### config.mk
export PLATFORM = sky130hd
export DESIGN_NAME = ats_front
export DESIGN_NICKNAME = d
export VERILOG_FILES = /design/src/hw/rtl/ats_pkg.sv /design/src/hw/rtl/ats_front.sv
export SDC_FILE = /design/constraint.sdc
export NUM_CORES = 1
export LEC_CHECK = 0
export BUFFER_PORTS_ARGS = -buffer_cell sky130_fd_sc_hd__buf_2
export CORE_MARGIN = 4
export CORE_UTILIZATION = 28
export DETAILED_ROUTE_END_ITERATION = 8
export PLACE_DENSITY_LB_ADDON = 0.1
export SETUP_SLACK_MARGIN = 0.05
export SLEW_MARGIN = 20
export SYNTH_ARGS = -nofsm -noshare
export SYNTH_HDL_FRONTEND = slang
export SYNTH_SLANG_ARGS = --single-unit
### constraint.sdc
create_clock -name vclk -period 1.1
set_input_delay 0 -clock vclk [all_inputs]
set_output_delay 0 -clock vclk [all_outputs]
set_load 0.1 [all_outputs]
### src/hw/rtl/ats_pkg.sv
package ats_pkg;

    localparam int DEF_MAX_TERMS = 32;
    localparam int DEF_FRAC_BITS = 16;
    localparam int DEF_DIV_W = 48;
    localparam int VAL_W = 24;
    localparam int CNT_W = 6;
    localparam int MODE_W = 2;
    localparam logic signed [VAL_W-1:0] VAL_MAX = 24'sh7FFFFF;
    localparam logic signed [VAL_W-1:0] VAL_MIN = -24'sh800000;
    localparam logic [MODE_W-1:0] MODE_SMALL = 2'd0;
    localparam logic [MODE_W-1:0] MODE_POS = 2'd1;
    localparam logic [MODE_W-1:0] MODE_NEG = 2'd2;
    localparam longint PI_HALF_Q30 = 64'sd1686629713;

    typedef struct packed {
        logic signed [VAL_W-1:0] x_value;
        logic [CNT_W-1:0] term_count;
        logic [MODE_W-1:0] mode;
    } ats_in_t;

    typedef struct packed {
        logic signed [VAL_W-1:0] result;
        logic overflow;
        logic divide_by_zero;
    } ats_out_t;

    // Job handed from the front end to the series engine.
    typedef struct packed {
        logic signed [VAL_W-1:0] x_value;
        logic [CNT_W:0] terms;
        logic [MODE_W-1:0] mode;
        logic skip;
        logic divide_by_zero;
    } ats_job_t;

endpackage

### src/hw/rtl/ats_front.sv
module ats_front
    import ats_pkg::*;
#(
    parameter int MAX_TERMS = DEF_MAX_TERMS
)
(
    input  logic     start,
    input  ats_in_t  operand,
    output logic     busy,
    output logic     push,
    output ats_job_t job,
    input  logic     full
);

    logic [CNT_W:0] clamped;

    always_comb
    begin
        clamped = {1'b0, operand.term_count};
        if (clamped > (CNT_W+1)'(MAX_TERMS))
        begin
            clamped = (CNT_W+1)'(MAX_TERMS);
        end
        job.x_value = operand.x_value;
        job.terms = clamped;
        job.mode = operand.mode;
        job.divide_by_zero = (clamped != '0) && (operand.x_value == '0)
            && ((operand.mode == MODE_POS) || (operand.mode == MODE_NEG));
        job.skip = (clamped == '0) || job.divide_by_zero
            || !((operand.mode == MODE_SMALL) || (operand.mode == MODE_POS)
            || (operand.mode == MODE_NEG));
    end

    assign busy = full;
    assign push = start && !full;

endmodule

* Word-level counts from Yosys, hierarchy flattened *
Index checks and enable logic that the tools add are counted.

storage, ports and cells
  register bits after elaboration = 0
  bits in latches = 0
  memory bits (writable) = 0
  bits in read-only memories = 0
  input port bits = 34
  output and inout bits = 37
  word-level logic and storage cells = 18
  memories kept = 0

cells by class
  add/subtract/negate cells = 0
  $mul = 0
  div/mod/pow operators = 0
  order comparisons = 1
  eq/ne operators = 2
  shift operators = 0
  muxes and demuxes = 1
  bitwise gates (word level) = 0
  reductions and logical operators = 14

operators by type and width
  operator                                              number
  zero test 24 bit                                      1
  zero test 7 bit                                       1
  nonzero test 7 bit                                    1
  > comparator 6 bit (second input constant)            1
  2-to-1 mux 6 bit                                      1
  logical OR 1 bit                                      5
  logical AND 1 bit                                     3
  equality test 2 x 1 -> 1 bit (second input constant)  1
  equality test 2 bit (second input constant)           1
  zero test 1 bit                                       2
  zero test 2 bit                                       1

* Depth between registers and ports, before layout *
  word-level depth = 7
  depth in mapped cells = 4
  mapped depth without buffers = 4

* Worst setup path before layout *
Ideal clock, no wire load.

  path kind = input -> output
  start point = in operand[0] (netlist name)
  end point = out job[0] (netlist name)
  arrival time = 2,724 ps
  data required time = 1,100 ps
  slack = -1,624 ps
  cell stages on the path = 4
  buffers on the path = 0
  cells stage by stage = ha_1 -> nor4b_1 -> nand4_1 -> nor3_1

RTL lines
  element             RTL line         RTL
  start: declaration  ats_front.sv:8   input ats_in_t operand,
  end: declaration    ats_front.sv:11  output ats_job_t job,

==> impl_metrics.py <==
metrics = {
    "global_routing": {
        "antenna_found_initial": 0,
        "grt_pass1_vias": 424,
        "grt_max_degree": 7,
        "grt_usage_pct": 9.85,
        "grt_overflow": 0,
        "grt_pass1_wl_um": 1600,
    },
    "yosys": {
        "synth_mux_area_share_pct": 0,
        "ys.warnings.count": 0,
        "synth_top_family_by_area": "buffers and inverters",
        "mappedNetlistNets": 87,
        "yosys.area_share.xor_xnor_pct": 0,
        "yosysTopAreaCell": "buf_4",
        "synth_area_per_cell_um2": 7.41,
        "synthAdderAreaFrac_pct": 3.25,
        "syn_area_um2": 385,
        "synth_compound_area_share_pct": 3.90,
        "synth_top_area_share_pct": 54.5,
        "synth_area_leaders": "buf_4 55%, and2b_2 11%, nor4_1 6.5%, o221ai_2 3.9%, ha_1 3.2%",
        "syn-instance-count": 52,
        "synth_commonest_cells": "28 x buf_4, 5 x and2b_2, 4 x nor4_1",
        "yosysMostFrequentCell": "buf_4",
        "yosysSeqAreaShare_pct": 0,
        "ys_types": 16,
        "synthSimpleGateAreaFrac_pct": 33.8,
    },
    "status": {
        "status": "complete, but fails checks",
        "violations": "negative setup slack",
    },
    "final_layout": {
        "nNetsFinal": 132,
        "final_cells": 110,
        "clkbuf_count": 0,
        "final-seq-area_um2": 0,
        "antenna_cells": 0,
        "nFillCells": 127,
        "areaGrowthSynthToFinish_pct": 86.7,
        "drive_gt1_share_pct": 88.4,
        "numSequentialCells": 0,
    },
    "place": {
        "place_inst": 109,
        "hpwl_um": 1080,
        "gp_congestion": 0.603,
        "port_buffers": 70,
        "pre_cts_ws_ps": -169,
    },
    "sta": {
        "rsz0062_at_grt": "yes",
        "finalCritPeriodShare_pct": 106,
        "setup_viol": 2,
        "setup_tns_ps": -120,
        "max_clock_freq_mhz": 857,
        "period_minus_slack_ps": 1170,
        "slew_viol_final": 0,
        "hold_violations": 0,
        "setup_ws_ps": -66.8,
    },
    "floorplanning": {
        "ioPinCount": 71,
        "initial_core_util_pct": 29.6,
        "dieArea_um2": 2030,
        "die_x_um": 45.1,
        "rows": 13,
        "core-area_um2": 1300,
        "die-height_um": 45.1,
    },
    "min_path": {
        "hold_end": "job[3]",
        "min_path_cells": 2,
        "min_from": "operand[1]",
        "hp-class": "input pin to primary output",
    },
    "critical_path": {
        "worstSetupStartpointType": "input pin",
        "crit_type": "input pin to primary output",
        "worstPathMaxFanout": 2,
        "critical_path_required_ps": 1100,
        "cp-end-kind": "primary output",
        "arrival_ps": 1170,
    },
    "detailed_routing": {
        "post_drt_wl_per_cell_um": 10.1,
        "dr_wl_met3_um": 167,
        "drtIter0Drc": 2,
        "ant_nets": 0,
        "vias": 474,
        "drt-total-wl_um": 1110,
        "viasPerCell": 4.31,
        "wirelength_met1_um": 331,
        "topRoutingLayerUsed": "met3",
        "wl_met2_um": 613,
        "drt_pass1_iterations": 4,
        "post-route-drc-count": 0,
    },
    "job": {
        "drv_cap": 0,
    },
    "power_and_ir_drop": {
        "power.total_uw": 747,
        "vdd_drop_max_uv": 486,
        "power_density_nw_per_um2": 1040,
        "leakagePower_uw": 0.000387,
    },
}
==> metal layers <==
layer | global-route usage, % | vias to the layer above
li1 | - | 233
met1 | 11.0 | 205
met2 | 20.9 | 36
met3 | 0.398 | 0
met4 | 0 | 0
met5 | 0 | -
==> report_power, final <==
group	switching, uW	leakage (uW)	internal (uW)
combinational	591	0.000387	157
clock	0	0	0
sequential	0	0	0
total	591	0.000387	157
==> cell families (layout without fill, tap and decap cells) <==
family                   count (synthesis)  in the layout
other                                    1              1
AO/OA/AOI/OAI                            1              1
adder cells (fa/ha/maj)                  1              1
AND/OR/NAND/NOR                         19             19
buffers and inverters                   30             73
==> metrics by stage <==
step / util [%] / hold WS, ps / cell area (um^2)
detailed placement: 53.1 / 385 / 691
finish: 55.3 / 380 / 719
global placement: 53.1 / 383 / 691
floorplan: - / 175 / 428
global route: 55.3 / 382 / 719
CTS: 54.7 / 380 / 712
==> cells in the final DEF (no fill, tap or decap), drive strengths merged <==
master	count
buf	72
and2b	5
nor4	4
nor2	2
nor3	2
or2	1
or4	1
nor4b	1
nand4	1
nand3	1
inv	1
o221ai	1
nor2b	1
ha	1
conb	1
==> worst max-delay path, stage by stage <==
cell and delay (ps):
buf_6 100, ha_4 250, nor4b_4 160, nand4_1 120, buf_4 180, o221ai_4 150, buf_12 200
==> layout make-up <==
cell class	count	area [um^2]	share of cell area (%)
tap	15	18.8	2.61
multi-input combinational	22	214	29.7
inverter	1	3.75	0.522
timing repair buffer	72	483	67.1
==> worst max-delay path by stage <==
stage	start	end	slack, ps	cells after the start
floorplan	operand[1]	job[0]	-380	4
global placement	operand[1]	job[0]	-160	6
detailed placement	operand[1]	job[0]	-170	6
CTS	operand[0]	job[1]	-120	6
global route	operand[1]	job[1]	-150	7
finish	operand[1]	job[1]	-70	7
==> what timing repair did <==
| action | in CTS | in global routing |
|---|---|---|
| setup buffers | 0 | 1 |
| hold buffers | 0 | 0 |
| pin swaps | 4 | 3 |
| gates resized for setup | 3 | 0 |
| setup endpoints to repair | 2 | 2 |
(Power assumes the default switching activity.)
