<file path="config.mk">
export PLATFORM = sky130hd
export DESIGN_NAME = ats_queue
export DESIGN_NICKNAME = d
export VERILOG_FILES = /design/src/hw/rtl/ats_pkg.sv /design/src/hw/rtl/ats_queue.sv
export SDC_FILE = /design/constraint.sdc
export NUM_CORES = 1
export LEC_CHECK = 0
export BUFFER_PORTS_ARGS = -buffer_cell sky130_fd_sc_hd__buf_2
export CORE_MARGIN = 4
export CORE_UTILIZATION = 56
export CTS_CLUSTER_SIZE = 28
export DETAILED_ROUTE_END_ITERATION = 16
export GPL_TIMING_DRIVEN = 0
export HOLD_SLACK_MARGIN = 0.12
export PLACE_DENSITY = 0.84
export SYNTH_ARGS = -nofsm -noshare
export SYNTH_HDL_FRONTEND = slang
export SYNTH_SLANG_ARGS = --single-unit
</file>
<file path="constraint.sdc">
create_clock -name clk -period 3.7 [get_ports clk]
set_input_delay 0.74 -clock clk [delete_from_list [all_inputs] [get_ports clk]]
set_output_delay 0.74 -clock clk [all_outputs]
set_load 0.03 [all_outputs]
</file>
<file path="src/hw/rtl/ats_pkg.sv">
package ats_pkg;

    localparam int DEF_MAX_TERMS = 32;
    localparam int DEF_FRAC_BITS = 16;
    localparam int DEF_DIV_W = 48;
    localparam int VAL_W = 24;
    localparam int CNT_W = 6;
    localparam int MODE_W = 2;
    localparam logic signed [VAL_W-1:0] VAL_MAX = 24'sh7FFFFF;
    localparam logic signed [VAL_W-1:0] VAL_MIN = -24'sh800000;
    localparam logic [MODE_W-1:0] MODE_SMALL = 2'd0;
    localparam logic [MODE_W-1:0] MODE_POS = 2'd1;
    localparam logic [MODE_W-1:0] MODE_NEG = 2'd2;
    localparam longint PI_HALF_Q30 = 64'sd1686629713;

    typedef struct packed {
        logic signed [VAL_W-1:0] x_value;
        logic [CNT_W-1:0] term_count;
        logic [MODE_W-1:0] mode;
    } ats_in_t;

    typedef struct packed {
        logic signed [VAL_W-1:0] result;
        logic overflow;
        logic divide_by_zero;
    } ats_out_t;

    // Job handed from the front end to the series engine.
    typedef struct packed {
        logic signed [VAL_W-1:0] x_value;
        logic [CNT_W:0] terms;
        logic [MODE_W-1:0] mode;
        logic skip;
        logic divide_by_zero;
    } ats_job_t;

endpackage

</file>
<file path="src/hw/rtl/ats_queue.sv">
module ats_queue
    import ats_pkg::*;
(
    input  logic     clk,
    input  logic     rst_n,
    input  logic     push,
    input  ats_job_t wr_job,
    output logic     full,
    input  logic     pop,
    output logic     not_empty,
    output ats_job_t rd_job
);

    ats_job_t mem_reg [2];
    logic [1:0] count_reg;
    logic wr_ptr_reg;
    logic rd_ptr_reg;

    assign full = (count_reg == 2'd2);
    assign not_empty = (count_reg != 2'd0);
    assign rd_job = mem_reg[rd_ptr_reg];

    always_ff @(posedge clk)
    begin
        if (push)
        begin
            mem_reg[wr_ptr_reg] <= wr_job;
        end
    end

    always_ff @(posedge clk or negedge rst_n)
    begin
        if (!rst_n)
        begin
            count_reg <= '0;
            wr_ptr_reg <= 1'b0;
            rd_ptr_reg <= 1'b0;
        end
        else
        begin
            if (push)
            begin
                wr_ptr_reg <= ~wr_ptr_reg;
            end
            if (pop)
            begin
                rd_ptr_reg <= ~rd_ptr_reg;
            end
            count_reg <= count_reg + {1'b0, push} - {1'b0, pop};
        end
    end

endmodule

</file>
; ---- After elaboration in Yosys (flattened, before gate mapping)
; Memory sizes are Yosys's and may differ from the RTL's.
; Cells that the tools add are included.
[totals]
ff_bits = 4
ram_bits = 70
wordCells = 12
mem_count = 1
[memory_table]
columns = memory, words, width, rd, rd_ports_with_merged_regs, write_ports, line_no
row1 = mem_reg, 2, 35, 1, 0, 1, ats_queue.sv:14  ; ats_job_t mem_reg [2];
[classes]
addsub = 2
eq_ne = 1
mux = 2
bitwise = 2
reduce_logical = 1
[ops]
columns = cell, n
row1 = $add 2x1->2, 1
row2 = $eq 2x2->1 const B, 1
row3 = $mux 1, 2
row4 = $not 1->1, 2
row5 = $reduce_bool 2->1, 1
row6 = $sub 2x1->2, 1

; ---- Depth between registers and ports, before layout
; Gate-level depths: netlist of the first run.
[depth]
ltp_word = 2
depth_mapped = 5

; ---- Worst setup path after synthesis of the first run
; OpenSTA, ideal clock, no wires.
[synth_timing]
path_kind = input-to-reg
start = input push
end = memory mem_reg[0][0] (netlist bit) (enable)
setup_ns = 0.431
arrival_ns = 2.316
t_required_ns = 3.269
slack_ns = 0.953
stages = 1
path_buffers = 0
path_cell_list = nor2b_1
[synth_between]
elab_chain_len = 2
[synth_lines]
columns = element, line_no
row1 = "start, declared", ats_queue.sv:6  ; input logic push,
row2 = $mux 1, ats_queue.sv:25  ; if (push)
row3 = $mux 1 (not written as such), ats_queue.sv:27  ; mem_reg[wr_ptr_reg] <= wr_job;
row4 = "end, declared", ats_queue.sv:14
; No other way between the ends.

==> reports/results.tsv, run 1 <==
metric	value	unit
reg2reg path depth	1	
Final nets	251	
clk sink count	74	
fin crit period	2220	ps
cell area after layout	3550	um2
fraction of layout cells with a size suffix above 1	60.5	%
Root Driver	clkbuf_8	
Layout Utilization	73.2	%
Port-buffer cells	75	
r2r endpoint	mem_reg[0][14]	
fmax	451	MHz
kind of critical path	flop to primary output	
Post-CTS Resized	0	
antenna violations before repair	0	
Final GP Congestion	0.665	
CTS Hold Bufs	0	
maximum clock insertion buffer count	2	
core area	4850	um2
Slew Limit Fails	0	
part of the cycle the worst path needs	59.9	%
setup repair bufs after CTS	0	
layout overhead on the synthesized area	23.5	%
Slew headroom	33.0	%
Worst R2R Start	wr_ptr_reg	
Die ar.	6340	um2
setup_tns	0	ps
wire length per cell	16.1	um
Setup crit start kind	flop	
Synth cell types	13	
io pins	76	
H-Tree Depth	3	
Crit. End Element	primary output	
Crit Path Max Fanout	10	
Pleak	1.46	nW
worst reg-to-reg setup slack	2080	ps
vias in the first global route	1449	
Net Count, Synth	165	
largest net degree at the start of global routing	36	
status	finished clean	
CTS tree	yes	
crit path DAT	1480	ps
ANT cells	0	
Die X-Extent	79.7	um
CP max-delay cell	dfrtp_1	
Yosys reg bits	74	
synth warn	0	
Core Rows	25	
worst hold slack	212	ps
clock slew at reported path FFs	70	ps
aggregate routed wire length	4550	um
global-route wire length before repair	7070	um
Largest register FFs	70	
Clock Skews	7.82	ps
Pwr Total	2.99	mW
PwrDens	842	nW/um2
max cap viols	0	
Vias/cell	4.92	
cells after synthesis	124	
Peak VDD IR	594	uV
Hold/Removal Path Class	input pin to asynchronous set/reset pin	
Crit path largest cell delay	370	ps
Antenna Violating Nets Remaining	0	
Setup crit start	rd_ptr_reg	
die height	79.7	um
Placed Area	3340	um2
DR pass1 iterations	6	
final hold vios	0	
via count	1387	
Tot GR Track Use	15.4	%
grt total ovfl	0	
Final setup viols	0	
FILL cells	289	
post-synthesis sequential area ratio	76.6	%
clk_lat worst skew	320	ps
worst slew pin tran	1000	ps
RSZ-0062 raised after global routing	no	
drt drc	0	
1st-iter DRT viols	67	
Synth Area per Inst	23.2	um2
Post-Syn Area	2880	um2
crit path cell chain	buf_6 -> buf_12 -> mux2_4 -> buf_2	
initial core utilization	59.3	%
Num CTS Buffers	9	
WP data required	2960	ps
-- worst max-delay path, delay by kind of cell, from the launching register on --
kind,cells,cell delay (ps)
buf+inv,3,480
flops,1,370
mux,1,300
-- final cells by class --
| type | instances | area (um2) | share of cell area (%) |
|---|---|---|---|
| Inverter | 2 | 7.51 | 0.211 |
| Timing Repair Buffer | 75 | 375 | 10.6 |
| Clock buffer | 9 | 124 | 3.49 |
| Clock inverter | 7 | 83.8 | 2.36 |
| Tap cell | 67 | 83.8 | 2.36 |
| Buffer | 4 | 71.3 | 2.01 |
| Sequential cell | 74 | 2200 | 62.0 |
| Multi-Input combinational cell | 44 | 603 | 17.0 |
-- worst max path at each step --
stage | end | slack, ps | cells after the start
global route | rd_job[8] | 1420 | 4
floorplan | mem_reg[0][0] | 950 | 1
CTS | rd_job[8] | 1460 | 4
detailed placement | mem_reg[0][13] | 1580 | 2
global placement | mem_reg[0][5] | 210 | 2
finish | rd_job[8] | 1480 | 4
-- Yosys cell counts --
library cell  count  area [um2]
mux2_2            6        67.6
ha_1              2        25.0
buf_12            3        60.1
xor2_1            2        17.5
dfrtp_1           4         100
inv_1             2        7.51
nor2b_1           2        12.5
or2_2             1        6.26
mux2_4           29         435
and2_1            1        6.26
buf_6             1        11.3
edfxtp_1         70        2100
xor3_1            1        23.8
-- stage by stage --
step	cells	setup slack, ps
global placement	266	206
detailed placement	266	1580
CTS	282	1460
floorplan	124	953
finish	282	1480
global route	282	1420
-- cells by family (layout without fill, tap and decap cells) --
group / count (synthesis) / after routing / synth area share (%)
and+or+nand+nor: 4 / 4 / 0.871
muxes: 35 / 35 / 17.5
xor gates and xnor gates: 3 / 3 / 1.44
buffers and inverters: 6 / 97 / 2.74
DFF: 74 / 74 / 76.6
adders and majority gates: 2 / 2 / 0.870
-- layer usage --
layer,vias up,GRT usage (%),share of wire [%]
li1,655,-,-
met1,677,17.6,41
met2,51,26.5,52
met3,4,5.30,7.2
met4,0,6.19,0.64
met5,-,0,0
-- placed cells by master, fill, tap and decap left out --
cell type	instances
and2_2	1
buf_12	3
buf_2	75
buf_6	1
bufinv_16	2
clkbuf_8	9
clkinv_1	3
clkinv_2	1
clkinvlp_4	1
dfrtp_1	4
edfxtp_1	70
ha_1	2
inv_1	2
mux2_2	6
mux2_4	29
nor2b_1	1
nor2b_4	1
or2_2	1
xor2_1	2
xor3_1	1
-- where the power goes --
group	internal (mW)	switching (mW)
registers	1.12	0.0545
logic	0.497	0.676
clock network	0.372	0.273
total	1.99	1.00
No activity file was read; power rests on OpenSTA's default activity.
==> run 2, diff against run 1 <==
--- a/config.mk
+++ b/config.mk
@@ -7,12 +7,12 @@
 export LEC_CHECK = 0
 export BUFFER_PORTS_ARGS = -buffer_cell sky130_fd_sc_hd__buf_2
 export CORE_MARGIN = 4
-export CORE_UTILIZATION = 56
+export CORE_UTILIZATION = 47
 export CTS_CLUSTER_SIZE = 28
 export DETAILED_ROUTE_END_ITERATION = 16
 export GPL_TIMING_DRIVEN = 0
 export HOLD_SLACK_MARGIN = 0.12
-export PLACE_DENSITY = 0.84
+export PLACE_DENSITY = 0.75
 export SYNTH_ARGS = -nofsm -noshare
 export SYNTH_HDL_FRONTEND = slang
 export SYNTH_SLANG_ARGS = --single-unit
==> constraint.sdc (replaced) <==
create_clock -name clk -period 2 [get_ports clk]
set_input_delay 0.4 -clock clk [delete_from_list [all_inputs] [get_ports clk]]
set_output_delay 0.4 -clock clk [all_outputs]
set_load 0.03 [all_outputs]
==> run 2 against run 1 <==
Against the previous run: final area fell by 0.21%; critical path depth unchanged; critical path type unchanged; cell count increased by 3.5%.
==> reports/results.tsv, run 2 (same netlist as run 1, synthesis figures left out) <==
metric	value	unit	change
crit path DAT	1480	ps	about the same
Tot GR Track Use	12.7	%	was 15.4%
1st-iter DRT viols	26		was 67
Pleak	1.46	nW	about the same
Crit Path Max Fanout	10		unchanged
Antenna Violating Nets Remaining	0		unchanged
grt total ovfl	0		unchanged
Largest register FFs	70		unchanged
Core Rows	28		was 25
clock slew at reported path FFs	70	ps	about the same
met2 track demand over resource	21.2	%	was 26.5%
crit path cell chain	buf_6 -> buf_12 -> mux2_4 -> buf_2		unchanged
vias in the first global route	1456		was 1,449
part of the cycle the worst path needs	94.1	%	
Num CTS Buffers	9		unchanged
io pins	76		unchanged
antenna violations before repair	0		unchanged
cell area after layout	3540	um2	was 3550 um2
Final GP Congestion	0.667		was 0.665
fin crit period	1880	ps	
Placed Area	3370	um2	was 3340 um2
largest net degree at the start of global routing	36		unchanged
global-route wire length before repair	6870	um	was 7070 um
die height	86.2	um	was 79.7 um
met1 Use GR	14.7	%	was 17.6%
CP max-delay cell	dfrtp_1		unchanged
setup repair bufs after CTS	0		unchanged
RSZ-0062 raised after global routing	no		unchanged
H-Tree Depth	3		unchanged
fraction of layout cells with a size suffix above 1	61.3	%	was 60.5%
Multi-input gate area	603	um2	unchanged
Layout Utilization	59.8	%	was 73.2%
Die X-Extent	86.2	um	was 79.7 um
clk sink count	74		unchanged
Vias/cell	4.65		was 4.92
via count	1359		was 1,387
Peak VDD IR	1000	uV	was 594 uV
ANT cells	0		unchanged
layout overhead on the synthesized area	23.2	%	was 23.5%
Setup crit start kind	flop		unchanged
max cap viols	0		unchanged
Worst R2R Start	wr_ptr_reg		unchanged
FILL cells	469		was 289
Final setup viols	0		unchanged
Crit. End Element	primary output		unchanged
worst slew pin tran	827	ps	was 1000 ps
aggregate routed wire length	4360	um	was 4550 um
CTS tree	yes		unchanged
clk_lat worst skew	330	ps	was 320 ps
maximum clock insertion buffer count	2		unchanged
register area	2200	um2	unchanged
Die ar.	7430	um2	was 6340 um2
Post-CTS Resized	0		unchanged
Top Usage Layer GRT	met2		unchanged
Slew headroom	44.8	%	was 33.0%
final hold vios	0		unchanged
Setup crit start	rd_ptr_reg		unchanged
Clock Skews	4.03	ps	was 7.82 ps
Final nets	253		was 251
Slew Limit Fails	0		unchanged
HP Start	wr_job[25]		
Port-buffer cells	75		unchanged
core area	5920	um2	was 4850 um2
fmax	531	MHz	
most frequent cells in the layout	buf_2, edfxtp_1, mux2_4		unchanged
initial core utilization	48.6	%	was 59.3%
commonest non-fill, non-tap cell in the layout	buf_2		unchanged
kind of critical path	flop to primary output		unchanged
Crit path largest cell delay	370	ps	about the same
WP data required	1600	ps	was 2960 ps
status	finished clean		unchanged
PwrDens	1490	nW/um2	was 842 nW/um2
drt drc	0		unchanged
Hold/Removal Path Class	input pin to flop		was input pin to asynchronous set/reset pin
Detailed Place HPWL	3060	um	
grt met3 use	5.42	%	was 5.30%
Root Driver	clkbuf_8		unchanged
wire length per cell	14.9	um	was 16.1 um
DR pass1 iterations	5		was 6
-- run 2: path summary, 6_finish.rpt --
path                                   to  slack, ps  cells past startpoint
max                            rd_job[28]        120                      4
min                        mem_reg[1][25]        250                      1
max reg2reg                mem_reg[1][14]        480                      1
min reg2reg                    wr_ptr_reg        540                      1
max in group asynchronous      rd_ptr_reg       1480                      2
min in group asynchronous    count_reg[0]        410                      2
-- run 2: what timing repair did --
item | CTS | global route
hold buffers | 1 | 0
endpoints found under the hold margin | 4 | 0
endpoints found under the setup margin | 0 | 0
-- run 2: final cells by class --
cell class | instances | share of cell area (%)
flip-flops and latches | 74 | 62.1
multi-input cells | 44 | 17.0
repair buffers | 77 | 11.4
clock buffers | 9 | 3.50
well taps | 75 | 2.65
plain buffers | 4 | 2.01
clock inverters | 7 | 1.02
inverters | 2 | 0.212
-- run 2: stage by stage --
stage,setup TNS [ps],setup WS (ps),cells,power (mW),hold slack [ps]
finish,0,118,292,5.28,254
detailed placement,0,323,275,4.43,211
floorplan,0,243,124,3.90,104
global placement,-23320,-410,274,4.37,208
CTS,0,88.5,292,5.36,241
global route,0,45.7,292,5.58,218
-- run 2: metal layers --
| layer | share of wire [%] | vias up |
|---|---|---|
| li1 | - | 660 |
| met3 | 7.6 | 4 |
| met5 | 0 | - |
| met4 | 0.80 | 0 |
| met1 | 39 | 648 |
| met2 | 53 | 47 |
-- run 2: critical path: cells and delay by family (launching register included) --
kind / cells / cell delay (ps)
flops: 1 / 370
mux: 1 / 290
buf+inv: 3 / 490
-- run 2: report_power, final --
part / switching (mW) / total (mW) / internal, mW / leakage, nW
clock: 0.497 / 0.931 / 0.434 / 0.0860
combinational: 1.25 / 2.19 / 0.941 / 0.669
sequential: 0.0905 / 2.16 / 2.07 / 0.704
